===== config.mk =====
export PLATFORM = sky130hd
export DESIGN_NAME = multi_mode_timer_bank_flat
export DESIGN_NICKNAME = d
export VERILOG_FILES = /design/src/rtl/core/mmtb_pkg.sv /design/src/rtl/core/mmtb_if.sv /design/src/rtl/core/mmtb_ram.sv /design/src/rtl/core/mmtb_slot_upd.sv /design/src/rtl/core/multi_mode_timer_bank.sv /design/src/flat_wrapper.sv
export SDC_FILE = /design/constraint.sdc
export NUM_CORES = 1
export LEC_CHECK = 0
export ABC_AREA = 0
export BUFFER_PORTS_ARGS = -buffer_cell sky130_fd_sc_hd__buf_2
export CAP_MARGIN = 20
export CORE_ASPECT_RATIO = 0.8
export CORE_MARGIN = 1.5
export CORE_UTILIZATION = 66
export CTS_CLUSTER_DIAMETER = 100
export DETAILED_ROUTE_END_ITERATION = 6
export GPL_TIMING_DRIVEN = 0
export PLACE_DENSITY = 0.85
export SLEW_MARGIN = 15
export SYNTH_ARGS = -nofsm -noshare
export SYNTH_HDL_FRONTEND = slang
export SYNTH_SLANG_ARGS = --single-unit
export TNS_END_PERCENT = 20

===== constraint.sdc =====
create_clock -name clk -period 10.7 [get_ports clk]
set_input_delay 1.605 -clock clk [delete_from_list [all_inputs] [get_ports clk]]
set_output_delay 1.605 -clock clk [all_outputs]
set_load 0.01 [all_outputs]

===== src/rtl/core/mmtb_pkg.sv =====
// Package for the multi-mode timer bank: slot count, field widths, codes,
// and the packed slot entry kept in the slot memory. No dependencies.
package mmtb_pkg;

  localparam int SLOTS   = 8;
  localparam int SLOT_AW = (SLOTS > 1) ? $clog2(SLOTS) : 1;
  localparam int MASK_W  = 8;

  localparam int OP_W   = 2;
  localparam int IDX_W  = 3;
  localparam int MODE_W = 2;
  localparam int IVAL_W = 24;
  localparam int CNT_W  = 17;
  localparam int PROG_W = 25;
  localparam int TIME_W = 32;
  localparam int FRAC_W = 8;
  localparam int DAY_W  = 17;
  localparam int HOUR_W = 12;

  localparam logic [OP_W-1:0] OP_TICK    = 2'd0;
  localparam logic [OP_W-1:0] OP_CREATE  = 2'd1;
  localparam logic [OP_W-1:0] OP_DESTROY = 2'd2;

  localparam logic [MODE_W-1:0] MODE_FRAME = 2'd0;
  localparam logic [MODE_W-1:0] MODE_SEC   = 2'd1;
  localparam logic [MODE_W-1:0] MODE_DAY   = 2'd2;
  localparam logic [MODE_W-1:0] MODE_HOUR  = 2'd3;

  localparam logic [CNT_W-1:0] FOREVER = CNT_W'(-255);

  typedef struct packed {
    logic [MODE_W-1:0] mode;
    logic [IVAL_W-1:0] interval;
    logic [CNT_W-1:0]  repeats;
    logic [PROG_W-1:0] progress;
  } slot_entry_t;

  localparam int ENTRY_W = $bits(slot_entry_t);

  typedef struct packed {
    logic [TIME_W-1:0] now;
    logic [DAY_W-1:0]  day_s;
    logic [HOUR_W-1:0] hour_s;
  } tick_info_t;

endpackage


===== src/rtl/core/mmtb_if.sv =====
// Channel interfaces for the multi-mode timer bank: input and result
// transactions with valid/ready. Depends on mmtb_pkg.
interface mmtb_in_if;
  logic                          valid;
  logic                          ready;
  logic [mmtb_pkg::OP_W-1:0]     op;
  logic [mmtb_pkg::IDX_W-1:0]    slot;
  logic [mmtb_pkg::MODE_W-1:0]   timer_mode;
  logic [mmtb_pkg::IVAL_W-1:0]   interval_value;
  logic signed [mmtb_pkg::CNT_W-1:0] loop_count;
  logic [mmtb_pkg::TIME_W-1:0]   now_time;
  logic [mmtb_pkg::DAY_W-1:0]    day_seconds;
  logic [mmtb_pkg::HOUR_W-1:0]   hour_seconds;

  modport source (output valid, op, slot, timer_mode, interval_value, loop_count,
                  now_time, day_seconds, hour_seconds, input ready);
  modport sink   (input valid, op, slot, timer_mode, interval_value, loop_count,
                  now_time, day_seconds, hour_seconds, output ready);
endinterface

interface mmtb_out_if;
  logic                          valid;
  logic                          ready;
  logic [mmtb_pkg::MASK_W-1:0]   fired_mask;
  logic [mmtb_pkg::MASK_W-1:0]   active_mask;

  modport source (output valid, fired_mask, active_mask, input ready);
  modport sink   (input valid, fired_mask, active_mask, output ready);
endinterface


===== src/rtl/core/mmtb_ram.sv =====
// Generic single-write, single-read synchronous RAM with registered read.
// No dependencies.
module mmtb_ram #(
  parameter int WIDTH = 8,
  parameter int DEPTH = 8
) (
  input  logic                 clk,
  input  logic                 we,
  input  logic [((DEPTH > 1) ? $clog2(DEPTH) : 1)-1:0] waddr,
  input  logic [WIDTH-1:0]     wdata,
  input  logic [((DEPTH > 1) ? $clog2(DEPTH) : 1)-1:0] raddr,
  output logic [WIDTH-1:0]     rdata
);
  logic [WIDTH-1:0] mem [DEPTH];

  always_ff @(posedge clk) begin
    if (we) begin
      mem[waddr] <= wdata;
    end
    rdata <= mem[raddr];
  end
endmodule


===== src/rtl/core/mmtb_slot_upd.sv =====
// Per-slot tick update: frame, seconds, daily and hourly timer rules.
// Depends on mmtb_pkg.
module mmtb_slot_upd (
  input  mmtb_pkg::slot_entry_t cur,
  input  mmtb_pkg::tick_info_t  tick,
  output mmtb_pkg::slot_entry_t nxt,
  output logic                  fire,
  output logic                  expire
);
  import mmtb_pkg::*;

  logic [PROG_W-1:0] prog_inc;
  logic [PROG_W-1:0] deadline;
  logic [IVAL_W-1:0] sec;

  always_comb begin
    nxt      = cur;
    fire     = 1'b0;
    prog_inc = cur.progress + PROG_W'(1);
    deadline = PROG_W'(tick.now[TIME_W-1:FRAC_W]) + PROG_W'(cur.interval);
    sec      = (cur.mode == MODE_DAY) ? IVAL_W'(tick.day_s) : IVAL_W'(tick.hour_s);
    case (cur.mode)
      MODE_FRAME: begin
        if (prog_inc >= PROG_W'(cur.interval)) begin
          nxt.progress = '0;
          fire         = 1'b1;
        end else begin
          nxt.progress = prog_inc;
        end
      end
      MODE_SEC: begin
        if ({1'b0, tick.now} > {cur.progress, {FRAC_W{1'b0}}}) begin
          nxt.progress = deadline;
          fire         = 1'b1;
        end
      end
      default: begin
        if (sec >= cur.interval) begin
          if (cur.progress == '0) begin
            fire         = 1'b1;
            nxt.progress = PROG_W'(1);
          end
        end else begin
          nxt.progress = '0;
        end
      end
    endcase
    if (fire && cur.repeats != FOREVER) begin
      nxt.repeats = cur.repeats - CNT_W'(1);
    end
    expire = (nxt.repeats != FOREVER) && (nxt.repeats[CNT_W-1] || nxt.repeats == '0);
  end
endmodule


===== src/rtl/core/multi_mode_timer_bank.sv =====
// Multi-mode timer bank top level: slot memory, tick sweep sequencer, result register.
// Depends on mmtb_pkg, mmtb_if, mmtb_ram and mmtb_slot_upd.
//
//   channel   dir   transaction
//   in_ch     in    op, slot, timer_mode, interval_value, loop_count, times
//   out_ch    out   fired_mask, active_mask (one per input transaction)
//
// A tick sweep reads one slot per cycle through the single read port of the slot
// memory and writes each slot back in the cycle after its read. Create, destroy and
// unused codes skip the sweep.
// Reset clears the active bits and control; slot memory content needs no reset.
// A result waiting on out_ch holds the next result back, not the next input.
module multi_mode_timer_bank (
  input  logic       clk,
  input  logic       rst_n,
  mmtb_in_if.sink    in_ch,
  mmtb_out_if.source out_ch
);
  import mmtb_pkg::*;

  typedef enum logic [1:0] {ST_IDLE, ST_SWEEP, ST_DONE} state_t;

  state_t              state_r;
  logic [SLOTS-1:0]    active_r;
  logic [SLOT_AW:0]    cnt_r;
  logic                pend_r;
  logic [SLOT_AW-1:0]  pend_idx_r;
  logic [OP_W-1:0]     op_r;
  tick_info_t          tick_r;
  logic [MASK_W-1:0]   fired_acc_r;
  logic                out_valid_r;
  logic [MASK_W-1:0]   out_fired_r;
  logic [MASK_W-1:0]   out_active_r;

  logic                in_acc;
  logic                slot_ok;
  logic [SLOT_AW-1:0]  in_idx;
  logic                rd_issue;
  logic                pend_live;
  logic                ram_we;
  logic [SLOT_AW-1:0]  ram_waddr;
  slot_entry_t         ram_wdata;
  slot_entry_t         ram_rdata;
  slot_entry_t         new_entry;
  slot_entry_t         upd_entry;
  logic                upd_fire;
  logic                upd_expire;
  logic [MASK_W-1:0]   live_mask;
  logic [MASK_W-1:0]   fire_bits;

  assign in_ch.ready        = (state_r == ST_IDLE);
  assign in_acc             = in_ch.valid && in_ch.ready;
  assign slot_ok            = int'(in_ch.slot) < SLOTS;
  assign in_idx             = SLOT_AW'(in_ch.slot);
  assign rd_issue           = (state_r == ST_SWEEP) && (cnt_r < (SLOT_AW + 1)'(SLOTS));
  assign pend_live          = pend_r && active_r[pend_idx_r];

  assign out_ch.valid       = out_valid_r;
  assign out_ch.fired_mask  = out_fired_r;
  assign out_ch.active_mask = out_active_r;

  always_comb begin
    new_entry.mode     = in_ch.timer_mode;
    new_entry.interval = in_ch.interval_value;
    if (in_ch.timer_mode[1] || in_ch.loop_count[CNT_W-1]) begin
      new_entry.repeats = FOREVER;
    end else begin
      new_entry.repeats = in_ch.loop_count;
    end
    new_entry.progress = (in_ch.timer_mode == MODE_SEC) ? PROG_W'(in_ch.interval_value)
                                                        : '0;
  end

  always_comb begin
    ram_we    = pend_live || (in_acc && in_ch.op == OP_CREATE && slot_ok);
    ram_waddr = pend_r ? pend_idx_r : in_idx;
    ram_wdata = pend_r ? upd_entry : new_entry;
  end

  always_comb begin
    for (int i = 0; i < MASK_W; i++) begin
      live_mask[i] = (i < SLOTS) && active_r[SLOT_AW'(i)];
      fire_bits[i] = pend_live && upd_fire && (int'(pend_idx_r) == i);
    end
  end

  mmtb_ram #(
    .WIDTH (ENTRY_W),
    .DEPTH (SLOTS)
  ) u_slot_ram (
    .clk   (clk),
    .we    (ram_we),
    .waddr (ram_waddr),
    .wdata (ram_wdata),
    .raddr (cnt_r[SLOT_AW-1:0]),
    .rdata (ram_rdata)
  );

  mmtb_slot_upd u_slot_upd (
    .cur    (ram_rdata),
    .tick   (tick_r),
    .nxt    (upd_entry),
    .fire   (upd_fire),
    .expire (upd_expire)
  );

  always_ff @(posedge clk) begin
    if (!rst_n) begin
      state_r     <= ST_IDLE;
      active_r    <= '0;
      cnt_r       <= '0;
      pend_r      <= 1'b0;
      out_valid_r <= 1'b0;
    end else begin
      if (state_r != ST_DONE && out_valid_r && out_ch.ready) begin
        out_valid_r <= 1'b0;
      end
      pend_r     <= rd_issue;
      pend_idx_r <= cnt_r[SLOT_AW-1:0];
      if (pend_live) begin
        fired_acc_r <= fired_acc_r | fire_bits;
        if (upd_expire) begin
          active_r[pend_idx_r] <= 1'b0;
        end
      end
      case (state_r)
        ST_IDLE: begin
          if (in_acc) begin
            op_r        <= in_ch.op;
            tick_r      <= '{now: in_ch.now_time, day_s: in_ch.day_seconds,
                             hour_s: in_ch.hour_seconds};
            fired_acc_r <= '0;
            cnt_r       <= '0;
            case (in_ch.op)
              OP_TICK: begin
                state_r <= ST_SWEEP;
              end
              OP_CREATE: begin
                if (slot_ok) begin
                  active_r[in_idx] <= 1'b1;
                end
                state_r <= ST_DONE;
              end
              OP_DESTROY: begin
                if (slot_ok) begin
                  active_r[in_idx] <= 1'b0;
                end
                state_r <= ST_DONE;
              end
              default: begin
                state_r <= ST_DONE;
              end
            endcase
          end
        end
        ST_SWEEP: begin
          if (rd_issue) begin
            cnt_r <= cnt_r + (SLOT_AW + 1)'(1);
          end else if (!pend_r) begin
            state_r <= ST_DONE;
          end
        end
        ST_DONE: begin
          if (!out_valid_r || out_ch.ready) begin
            out_valid_r  <= 1'b1;
            out_fired_r  <= fired_acc_r;
            out_active_r <= live_mask;
            state_r      <= ST_IDLE;
          end
        end
        default: begin
          state_r <= ST_IDLE;
        end
      endcase
    end
  end

`ifndef SYNTH
  a_ram_write_src: assert property (@(posedge clk) disable iff (!rst_n)
    ram_we |-> (state_r == ST_SWEEP && pend_r) || (in_acc && in_ch.op == OP_CREATE))
    else $error("slot memory written outside sweep or create");

  a_pend_in_sweep: assert property (@(posedge clk) disable iff (!rst_n)
    pend_r |-> state_r == ST_SWEEP)
    else $error("pending slot read outside sweep");

  a_no_fire_off_tick: assert property (@(posedge clk) disable iff (!rst_n)
    (state_r == ST_DONE && op_r != OP_TICK) |-> fired_acc_r == '0)
    else $error("fired bits on a non-tick transaction");

  a_sweep_from_tick: assert property (@(posedge clk) disable iff (!rst_n)
    $rose(state_r == ST_SWEEP) |-> $past(in_acc) && $past(in_ch.op) == OP_TICK)
    else $error("sweep started without a tick");
`endif

endmodule


===== src/flat_wrapper.sv =====
// flat-port wrapper written by rule: the top's interface ports become plain ports
module multi_mode_timer_bank_flat import mmtb_pkg::*;
  (clk, rst_n, in_ch_valid, in_ch_op, in_ch_slot, in_ch_timer_mode, in_ch_interval_value, in_ch_loop_count, in_ch_now_time, in_ch_day_seconds, in_ch_hour_seconds, in_ch_ready, out_ch_valid, out_ch_fired_mask, out_ch_active_mask, out_ch_ready);
  mmtb_in_if in_ch_i ();
  mmtb_out_if out_ch_i ();
  input  logic clk;
  input  logic rst_n;
  input wire logic [$bits(in_ch_i.valid)-1:0] in_ch_valid;
  input wire logic [$bits(in_ch_i.op)-1:0] in_ch_op;
  input wire logic [$bits(in_ch_i.slot)-1:0] in_ch_slot;
  input wire logic [$bits(in_ch_i.timer_mode)-1:0] in_ch_timer_mode;
  input wire logic [$bits(in_ch_i.interval_value)-1:0] in_ch_interval_value;
  input wire logic [$bits(in_ch_i.loop_count)-1:0] in_ch_loop_count;
  input wire logic [$bits(in_ch_i.now_time)-1:0] in_ch_now_time;
  input wire logic [$bits(in_ch_i.day_seconds)-1:0] in_ch_day_seconds;
  input wire logic [$bits(in_ch_i.hour_seconds)-1:0] in_ch_hour_seconds;
  output wire logic [$bits(in_ch_i.ready)-1:0] in_ch_ready;
  output wire logic [$bits(out_ch_i.valid)-1:0] out_ch_valid;
  output wire logic [$bits(out_ch_i.fired_mask)-1:0] out_ch_fired_mask;
  output wire logic [$bits(out_ch_i.active_mask)-1:0] out_ch_active_mask;
  input wire logic [$bits(out_ch_i.ready)-1:0] out_ch_ready;
  assign in_ch_i.valid = in_ch_valid;
  assign in_ch_i.op = in_ch_op;
  assign in_ch_i.slot = in_ch_slot;
  assign in_ch_i.timer_mode = in_ch_timer_mode;
  assign in_ch_i.interval_value = in_ch_interval_value;
  assign in_ch_i.loop_count = in_ch_loop_count;
  assign in_ch_i.now_time = in_ch_now_time;
  assign in_ch_i.day_seconds = in_ch_day_seconds;
  assign in_ch_i.hour_seconds = in_ch_hour_seconds;
  assign in_ch_ready = in_ch_i.ready;
  assign out_ch_valid = out_ch_i.valid;
  assign out_ch_fired_mask = out_ch_i.fired_mask;
  assign out_ch_active_mask = out_ch_i.active_mask;
  assign out_ch_i.ready = out_ch_ready;
  multi_mode_timer_bank u_core (.clk(clk), .rst_n(rst_n), .in_ch(in_ch_i), .out_ch(out_ch_i));
endmodule

Yosys cells after proc, flatten, opt, wreduce, memory -nomap -nowiden
Memories as Yosys holds them, arrays and structs flattened. A register that Yosys moved wholly into a read port is not among the register bits.
Index checks and enable logic that the tools add are counted.
Widths: inputs -> output; s select.
- memories kept: 1
- bits in writable memories: 544
- bits of input ports: 113
- output and inout bits: 18
- logic and storage cells: 133
- register bits after elaboration: 100
- memories (memory ; words ; bits a word ; rd ports ; clocked after memory_dff ; write ports ; RTL line ; text):
    u_core.u_slot_ram.mem ; 8 ; 68 ; 1 ; 1 ; 1 ; mmtb_ram.sv:14 ; logic [WIDTH-1:0] mem [DEPTH];
- bitwise logic cells: 6
- reductions and logical operators: 35
- order comparisons: 8
- eq/ne operators: 22
- mux-type cells: 45
- add/subtract/negate cells: 4
- operators with widths (operator ; count):
    $mux 25 ; 4
    $mux 68 ; 1
    $mux 8 ; 8
    $mux 17 ; 3
    $pmux 25 s2 ; 1
    $ne 17x17->1 const B ; 2
    $gt 32x33->1 ; 1
    $add 24x24->25 ; 1
    $add 25x1->25 const B ; 1
    $ge 25x24->1 ; 1
    $logic_not 25->1 ; 1
    $ge 17x24->1 ; 1
    $mux 24 ; 1
    $logic_and 1x1->1 ; 19
    $logic_not 17->1 ; 1
    $sub 17x1->17 const B ; 1
    $and 8x8->8 ; 2
    $not 8->8 ; 2
    $or 8x8->8 ; 2
    $pmux 8 s2 ; 1
    $eq 3x3->1 const B ; 4
    $mux 1 ; 12
    $mux 2 ; 5
    $reduce_and 3->1 ; 3
    23 further kinds ; 42

Longest topological paths before layout
Gate-level depths: netlist of run 1.
- depth in word-level cells: 17
- mapped depth: 22
- mapped depth without buffers: 20

By module
A second synthesis of run 1 with hierarchy kept.
- cells, all modules: 1968
- area, all modules: 31104.8 sq um
- modules (own cells, without submodules) (module ; cells an instance ; sequential area each (sq um) ; times used ; area each (sq um)):
    mmtb_ram ; 867 ; 17697.0 ; 1 ; 21797.2
    mmtb_slot_upd ; 689 ; 0.0 ; 1 ; 4670.7
    multi_mode_timer_bank ; 412 ; 2842.7 ; 1 ; 4636.9

Least setup slack after synthesis of run 1
OpenSTA, ideal clock, no wires.
- path type: input to register
- start point: in in_ch_valid
- end point: mem u_core.u_slot_ram.mem[0][0] in the netlist's numbering (enable)
- data required time: 10.205 ns
- data arrival time: 5.204 ns
- setup slack: 5.001 ns
- library setup time: 0.495 ns
- path buffers: 0
- cell stages on the path: 5
- cell sequence: nor3b_1 nand2_1 nand2_1 nand2b_1 nor2_1
- word-level cells in the longest chain between the ends: 5
- ends and longest elaborated chain (element ; RTL line ; text):
    start, declared ; flat_wrapper.sv:8 ; input wire logic [$bits(in_ch_i.valid)-1:0] in_ch_valid;
    $logic_and 1x1->1 ; multi_mode_timer_bank.sv:52 ; assign in_acc = in_ch.valid && in_ch.ready;
    $logic_and 1x1->1 ; multi_mode_timer_bank.sv:75 ; ram_we = pend_live || (in_acc && in_ch.op == OP_CREATE && slot_ok);
    $logic_or 1x1->1 ; multi_mode_timer_bank.sv:75 ;
    $mux 1 ; mmtb_ram.sv:17 ; if (we) begin
    $mux 1 (not written as such) ; mmtb_ram.sv:18 ; mem[waddr] <= wdata;
    end, declared ; mmtb_ram.sv:14 ;
Every way passes these cells.

Final worst setup path of run 1
- start point: reg u_core.u_slot_ram.rdata[2] (read register of u_core.u_slot_ram.mem)
- end point: reg u_core.active_r[0]
- word-level cells in the longest chain between the ends: 16
- elaborated cells on any way between the ends: 23
- those cells by class: add/sub (1); order compare (2); eq/ne (1); mux (12); bitwise (2); reduce/logical (5)
- ends and longest elaborated chain (element ; RTL line ; text):
    start, declared ; mmtb_ram.sv:12 ; output logic [WIDTH-1:0] rdata
    $add 25x1->25 / $logic_not 25->1 (equally long branches) ; mmtb_slot_upd.sv:19, mmtb_slot_upd.sv:39 ;
    $ge 25x24->1 / $mux 1 (equally long branches) ; mmtb_slot_upd.sv:24, mmtb_slot_upd.sv:39 ;
    $mux 1 (on tied branches) ; mmtb_slot_upd.sv:24, mmtb_slot_upd.sv:38 ;
    $pmux 1 s2 * ; mmtb_slot_upd.sv:22 ; case (cur.mode)
    $logic_and 1x1->1 * ; mmtb_slot_upd.sv:48 ; if (fire && cur.repeats != FOREVER) begin
    $mux 17 * ; mmtb_slot_upd.sv:48 ;
    $logic_not 17->1 ; mmtb_slot_upd.sv:51 ; expire = (nxt.repeats != FOREVER) && (nxt.repeats[CNT_W-1] || nxt.repeats == '0);
    $logic_or 1x1->1 ; mmtb_slot_upd.sv:51 ;
    $logic_and 1x1->1 * ; mmtb_slot_upd.sv:51 ;
    $mux 8 * ; multi_mode_timer_bank.sv:122 ; if (upd_expire) begin
    $mux 8 * ; multi_mode_timer_bank.sv:120 ; if (pend_live) begin
    $mux 8 * ; multi_mode_timer_bank.sv:108 ; if (!rst_n) begin
    $and 8x8->8 (no source line) / $or 8x8->8 (equally long branches) ; - ;
    $pmux 8 s2 ; multi_mode_timer_bank.sv:134 ; case (in_ch.op)
    $mux 8 ; multi_mode_timer_bank.sv:128 ; if (in_acc) begin
    $mux 8 * ; multi_mode_timer_bank.sv:126 ; case (state_r)
    end signal, assigned by index ; multi_mode_timer_bank.sv:123 ; active_r[pend_idx_r] <= 1'b0;
    end signal, assigned by index ; multi_mode_timer_bank.sv:140 ; active_r[in_idx] <= 1'b1;
    end signal, assigned by index ; multi_mode_timer_bank.sv:146 ; active_r[in_idx] <= 1'b0;
    end, declared ; multi_mode_timer_bank.sv:24 ; logic [SLOTS-1:0] active_r;
Every way passes the cells marked *; elsewhere a longest branch is shown, timed or not. The select of a mux whose other input is x is not followed.
A chain may end at the register's enable or synchronous reset.

==> results of run 1 <==
-- cells by family (layout without fill, tap and decap cells) --
kind of cell,count (synthesis),after routing,share of synthesized area [%]
adder cells (fa/ha/maj),98,98,4.00
flip-flops,712,712,66.6
buffers and inverters,153,433,1.94
multiplexers,226,226,13.3
AO/OA/AOI/OAI,279,279,5.90
AND/OR/NAND/NOR,408,408,6.57
XOR/XNOR,59,59,1.68
other,1,5,0.0122
-- path summary, 6_finish.rpt --
kind / end / slack, ns / cells past startpoint
min reg2reg: u_core.out_ch.fired_mask[2] / 0.46 / 0
max reg2reg: u_core.active_r[0] / 3.40 / 21
max: u_core.active_r[0] / 3.40 / 21
min: u_core.out_ch.fired_mask[2] / 0.46 / 0
-- routing by layer --
metal / wire (µm) / vias up / GRT usage (%)
li1: - / 8110 / -
met5: 13 / - / 0
met1: 30800 / 9808 / 48.8
met2: 39000 / 1479 / 54.6
met3: 9570 / 285 / 8.28
met4: 3690 / 2 / 14.7
-- through the flow --
stage	cell area, µm²	setup WS (ns)	cells	util (%)
CTS	35200	3.81	2826	76.8
detailed placement	32900	3.92	2702	71.6
global route	35300	3.22	2832	76.9
finish	35300	3.40	2832	76.9
floorplan	30800	5.00	1939	-
global placement	32200	1.83	2676	70.2
-- sequential cells by signal, indices dropped and copies added, names as in the netlist --
signal	cells
u_core.u_slot_ram.mem	544
u_core.u_slot_ram.rdata	68
u_core.tick_r	61
u_core.active_r	8
u_core.fired_acc_r	8
u_core.out_ch.fired_mask	8
u_core.cnt_r	4
u_core.out_ch.active_mask	4
u_core.pend_idx_r	3
u_core.state_r	2
u_core.out_ch.valid	1
u_core.pend_r	1
-- worst max-delay path: cells and delay by family, from the launching register on --
kind | cells | cell delay [ns]
flip-flops | 1 | 0.32
buffers and inverters | 3 | 0.78
XOR/XNOR | 2 | 0.33
AND/OR/NAND/NOR | 8 | 3.15
adder cells (fa/ha/maj) | 1 | 0.32
AO/OA/AOI/OAI | 7 | 2.25
-- final cells by class --
type / count / area share [%]
Sequential cell: 712 / 58.2
Multi-Input combinational cell: 1074 / 27.7
Clock buffer: 91 / 5.33
Timing Repair Buffer: 156 / 3.54
Tap cell: 612 / 2.17
Clock inverter: 33 / 1.35
Buffer: 86 / 0.989
Inverter: 67 / 0.713
Antenna cell: 1 / 0.00709
-- Yosys cell counts, drive strengths merged (5+ instances only) --
cell,count
dfxtp,84
clkbuf,62
a21oi,80
a222oi,5
and2,10
buf,24
a22o,6
nand2,120
a32oi,5
or3,11
edfxtp,628
nor3b,5
nor2,93
a31oi,24
mux4,138
o21ai,64
mux2i,5
a21o,7
nand4,22
a221oi,5
xnor2,44
nor2b,19
nand3,33
nand2b,16
mux2,83
o21a,7
inv,67
a211oi,8
or4,5
and4,5
o22ai,14
xor2,15
o31ai,5
ha,97
nor3,24
o211ai,12
and3,7
nor4,21
-- power by group through the flow --
stage	Sequential, W	Combinational, W	Clock [W]
final	0.00310	0.000350	0.00256
after global routing	0.00310	0.000376	0.00267
after CTS	0.00310	0.000342	0.00256
after detailed placement	0.00316	0.000336	0
after global placement	0.00316	0.000312	0
after floorplan	0.00315	0.000214	0
==> impl_metrics.env, run 1 <==
export IMPL_multi_input_area_um2=9760
export IMPL_die_width_um=245
export IMPL_hold_violations=0
export IMPL_synthTopCellsByArea="edfxtp_1, mux4_2, dfxtp_1, ha_1, mux2_2"
export IMPL_arrival_ns=7.78
export IMPL_slew_viol_final=0
export IMPL_grt_max_degree=48
export IMPL_period_needed_ns=7.30
export IMPL_period_share_pct=68.2
export IMPL_p_total_w=0.00601
export IMPL_yosys_area_top_type="edfxtp_1"
export IMPL_worstPathMaxFanout=10
export IMPL_ys_types=77
export IMPL_rsz0062_at_grt="no"
export IMPL_whs_ns=0.461
export IMPL_vias_per_cell=6.95
export IMPL_synth_edf_count=628
export IMPL_r2r_start="u_core.u_slot_ram.rdata[2]"
export IMPL_crit_start="u_core.u_slot_ram.rdata[2]"
export IMPL_num_io_pins=131
export IMPL_initial_core_util_pct=67.2
export IMPL_ys_seq_area_share_pct=66.6
export IMPL_cts_sinks=712
export IMPL_htreeDepth=3
export IMPL_cts_tree="built"
export IMPL_seqCellArea_um2=20500
export IMPL_status="complete, but fails checks"
export IMPL_nets=2375
export IMPL_ys_ff_latch=712
export IMPL_cts_hold_fix_buffers=0
export IMPL_p_switching_w=0.00129
export IMPL_cts_resized=0
export IMPL_avgSynthCellArea_um2=15.9
export IMPL_internal_power_w=0.00472
export IMPL_crit_path_end_kind="flop"
export IMPL_hp_start="u_core.fired_acc_r[2]"
export IMPL_die_height_um=196
export IMPL_power_density_nw_per_um2=170
export IMPL_crit_type="reg -> reg"
export IMPL_relSlewSlack_pct=24.6
export IMPL_clockPowerShare_pct=42.6
export IMPL_max_clock_freq_mhz=137
export IMPL_firstDrtPassIters=7
export IMPL_numCtsBuffers=67
export IMPL_gp_congestion=0.986
export IMPL_seqPwrFrac_pct=51.6
export IMPL_violations="design-rule violations"
export IMPL_fp_row_count=70
export IMPL_cts_clk_slew_worst_paths_ns=0.07
export IMPL_mostFrequentLayoutCells="edfxtp_1, mux4_2, buf_2"
export IMPL_synth_cells=1936
export IMPL_synth_top_area_share_pct=61.2
export IMPL_antenna_found_initial=2
export IMPL_syn_area_um2=30800
export IMPL_root_buffer="clkbuf_16"
export IMPL_synth_flop_cell="edfxtp_1"
export IMPL_drive_gt1_share_pct=23.0
export IMPL_insertion_delay_ns=0.62
export IMPL_io_buffers=125
export IMPL_wl_mm=83.2
export IMPL_grt_overflow_total=0
export IMPL_critical_path_required_ns=11.18
export IMPL_first_iter_violations=2734
export IMPL_comb_power_share_pct=5.8
export IMPL_num_fill_cells=2535
export IMPL_grt_util_all_layers_pct=35.3
export IMPL_synthArstFlopShare_pct=0
export IMPL_dieArea_um2=48000
export IMPL_cp_cell_sequence="clkbuf_1, inv_1, nor4_1, nor2b_1, nand4_1, or4_1, nor3_1, nand3_1, xnor2_1, ha_1, nand4_1, nor4_1, o311a_1, o31ai_4, buf_6, a31oi_1, xor2_1, a2111oi_1, a41oi_1, a31oi_4, a31oi_1"
export IMPL_grt_pass1_wl_mm=122
export IMPL_num_vias=19700
export IMPL_route_detailed_drc=4
export IMPL_fp_coreArea_um2=45900
export IMPL_ant_nets=0
export IMPL_hold_class="reg -> reg"
export IMPL_cap_violations=0
export IMPL_routedWlPerCell_um=29.4
export IMPL_area_delta_synth_final_pct=14.4
export IMPL_max_stage_delay_ns=0.64
export IMPL_critPathSlowestCell="nor4_1"
export IMPL_power_leakage_nw=12.0
export IMPL_tns_ns=0
export IMPL_clockBufferDepth=3
export IMPL_grt_pass1_vias=19500
export IMPL_yosysWarningCount=0
export IMPL_cts_setup_buffers=0
export IMPL_layout_commonest_cell="edfxtp_1"
export IMPL_ir_worst_vdd_mv=0.265
export IMPL_worst_slew_pin_slew_ns=1.13
export IMPL_setup_viol=0
export IMPL_hpwlAfterDp_mm=55.6
export IMPL_switching_share_pct=21.5
export IMPL_start_kind="flop"
export IMPL_fin_skew_ns=0.0240
Note: power is estimated with default switching activity, not from simulation.
==> run 2, diff against run 1 <==
- CORE_UTILIZATION: 66 -> 62
- PLACE_DENSITY: 0.85 -> 0.8
- clock period: 10.7 -> 6.9 ns (I/O delays scaled with it)
==> run 2 against run 1 <==
Compared with the run above:
- the run now ends clean
- first-iteration DRC count decreased by 8.9%
- non-clock buffer count rose by 3
- sequential share of layout area rose by 0.052 points
- combinational power grew 55%
- highest routed layer unchanged
- critical path type unchanged
- flip-flop and latch count unchanged
- cell area barely moved
- largest power group unchanged
- core utilization down 4.5 points
- largest cell class unchanged
- clock power increased by 44%
- global-route usage down 3.0 points
- total power rose by 50%
- final cell count increased by 2.0%
==> impl_metrics.env, run 2 (synthesis results as in run 1) <==
export IMPL_status="finished, final reports clean"
export IMPL_cp_common_cell="nand4_1"
export IMPL_power_leakage_nw=11.9
export IMPL_vias_per_cell=6.58
export IMPL_area_delta_synth_final_pct=14.3
export IMPL_dp_cells=2760
export IMPL_largest_reg_flops=544
export IMPL_max_stage_delay_ns=0.63
export IMPL_ir_worst_vdd_mv=0.313
export IMPL_clockPowerShare_pct=40.8
export IMPL_dieArea_um2=51100
export IMPL_io_buffers=125
export IMPL_antenna_cells=0
export IMPL_grt_max_degree=49
export IMPL_ant_nets=0
export IMPL_max_flop_register="u_core.u_slot_ram.mem"
export IMPL_cts_hold_fix_buffers=0
export IMPL_gp_congestion=0.999
export IMPL_critPathSlowestCell="or4_1"
export IMPL_worstPathMaxFanout=9
export IMPL_cp_cell_sequence="inv_1, nor4_1, nor2b_1, nand4_1, or4_1, nor3_2, nand3_1, xnor2_1, ha_1, nand4_1, nor2_1, a21oi_1, o211ai_1, o31ai_4, nand3_2, or3_1, a2111oi_1, a41oi_1, a31oi_4, a31oi_1"
export IMPL_hold_class="reg -> reg"
export IMPL_max_clock_freq_mhz=156
export IMPL_cap_violations=0
export IMPL_period_share_pct=92.7
export IMPL_worst_slew_pin_slew_ns=1.16
export IMPL_instances_no_fill=2888
export IMPL_comb_power_share_pct=6.0
export IMPL_die_width_um=252
export IMPL_internal_power_w=0.00707
export IMPL_crit_buf_inv=1
export IMPL_numCtsBuffers=67
export IMPL_nets=2378
export IMPL_mostFrequentLayoutCells="edfxtp_1, mux4_2, buf_2"
export IMPL_rsz0062_at_grt="no"
export IMPL_grt_pass1_vias=18900
export IMPL_tns_ns=0
export IMPL_wl_mm=80.7
export IMPL_relSlewSlack_pct=22.3
export IMPL_num_io_pins=131
export IMPL_htreeDepth=3
export IMPL_cts_sinks=712
export IMPL_grt_pass1_wl_mm=119
export IMPL_root_buffer="clkbuf_16"
export IMPL_cp_top_family="simple AND/OR/NAND/NOR gates"
export IMPL_setup_viol=0
export IMPL_die_height_um=202
export IMPL_initial_core_util_pct=63.3
export IMPL_grt_overflow_total=0
export IMPL_p_total_w=0.00904
export IMPL_firstDrtPassIters=5
export IMPL_clockBufferDepth=3
export IMPL_fp_coreArea_um2=48700
export IMPL_antenna_found_initial=1
export IMPL_cts_tree="built"
export IMPL_slew_viol_final=0
export IMPL_switching_share_pct=21.8
export IMPL_insertion_delay_ns=0.62
export IMPL_fp_row_count=72
export IMPL_seqPwrFrac_pct=53.2
export IMPL_arrival_ns=6.87
export IMPL_num_vias=19000
export IMPL_cts_setup_buffers=0
export IMPL_first_iter_violations=2491
export IMPL_post_route_util_pct=72.3
export IMPL_layout_commonest_cell="edfxtp_1"
export IMPL_drive_gt1_share_pct=23.0
export IMPL_route_detailed_drc=0
export IMPL_hpwlAfterDp_mm=55.4
export IMPL_fin_skew_ns=0.0296
export IMPL_start_kind="flop"
export IMPL_routedWlPerCell_um=27.9
export IMPL_crit_type="reg -> reg"
export IMPL_largestRegisters="u_core.u_slot_ram.mem x544, u_core.u_slot_ram.rdata x68, u_core.tick_r x61"
export IMPL_grt_util_all_layers_pct=32.3
export IMPL_crit_path_end_kind="flop"
export IMPL_critical_path_required_ns=7.38
export IMPL_power_density_nw_per_um2=256
export IMPL_period_needed_ns=6.40
export IMPL_p_switching_w=0.00197
export IMPL_cts_clk_slew_worst_paths_ns=0.06
export IMPL_hold_violations=0
## run 2: cell types whose count changed in the layout (fill, tap and decap cells not counted), sizes merged
cell / change
bufinv: -7
buf: +6
clkinvlp: +3
clkbuf: +1
clkinv: -1
diode: -1
inv: +1
## run 2: final timing paths
path | startpoint | to | slack, ns | cells past startpoint
hold / removal | u_core.cnt_r[2] | u_core.pend_idx_r[2] | 0.45 | 0
setup / recovery | u_core.u_slot_ram.rdata[2] | u_core.active_r[3] | 0.50 | 20
setup reg to reg | u_core.u_slot_ram.rdata[2] | u_core.active_r[3] | 0.50 | 20
hold reg to reg | u_core.cnt_r[2] | u_core.pend_idx_r[2] | 0.45 | 0
## run 2: power by group through the flow
stage | clock (W) | combinational, W | sequential (W)
after detailed placement | 0 | 0.000525 | 0.00490
final | 0.00369 | 0.000543 | 0.00481
after floorplan | 0 | 0.000332 | 0.00488
after CTS | 0.00371 | 0.000530 | 0.00480
after global routing | 0.00388 | 0.000584 | 0.00481
after global placement | 0 | 0.000489 | 0.00490
## run 2: cell type report
cell class	count	area (µm²)
repair buffers	160	1310
plain buffers	85	343
inverters	67	251
flip-flops and latches	712	20500
well taps	666	833
clock buffers	95	1910
clock inverters	29	289
fillers	2988	13500
multi-input cells	1074	9780
## run 2: metrics by stage
step,worst slack (ns),hold WS [ns],instance area [µm²]
2_1_floorplan,1.74,0.406,30800
5_1_grt,0.0724,0.464,35200
6_report,0.504,0.449,35200
3_5_place_dp,0.258,0.435,33000
4_1_cts,0.228,0.449,35200
3_3_place_gp,-1.57,0.414,32300
## run 2: what timing repair did
action / 4_1_cts / 5_1_grt
endpoints found under the setup margin: 0 / 80
resized for setup: 0 / 3
hold endpoints to repair: 0 / 0
## run 2: layer usage
metal  up-vias  part of all wire, %  track usage [%]
li1       8107                    -                -
met1      9644                   40             46.3
met2      1085                   47             50.6
met3       172                  9.9             6.56
met4         2                  2.9             10.0
met5         -                0.019                0
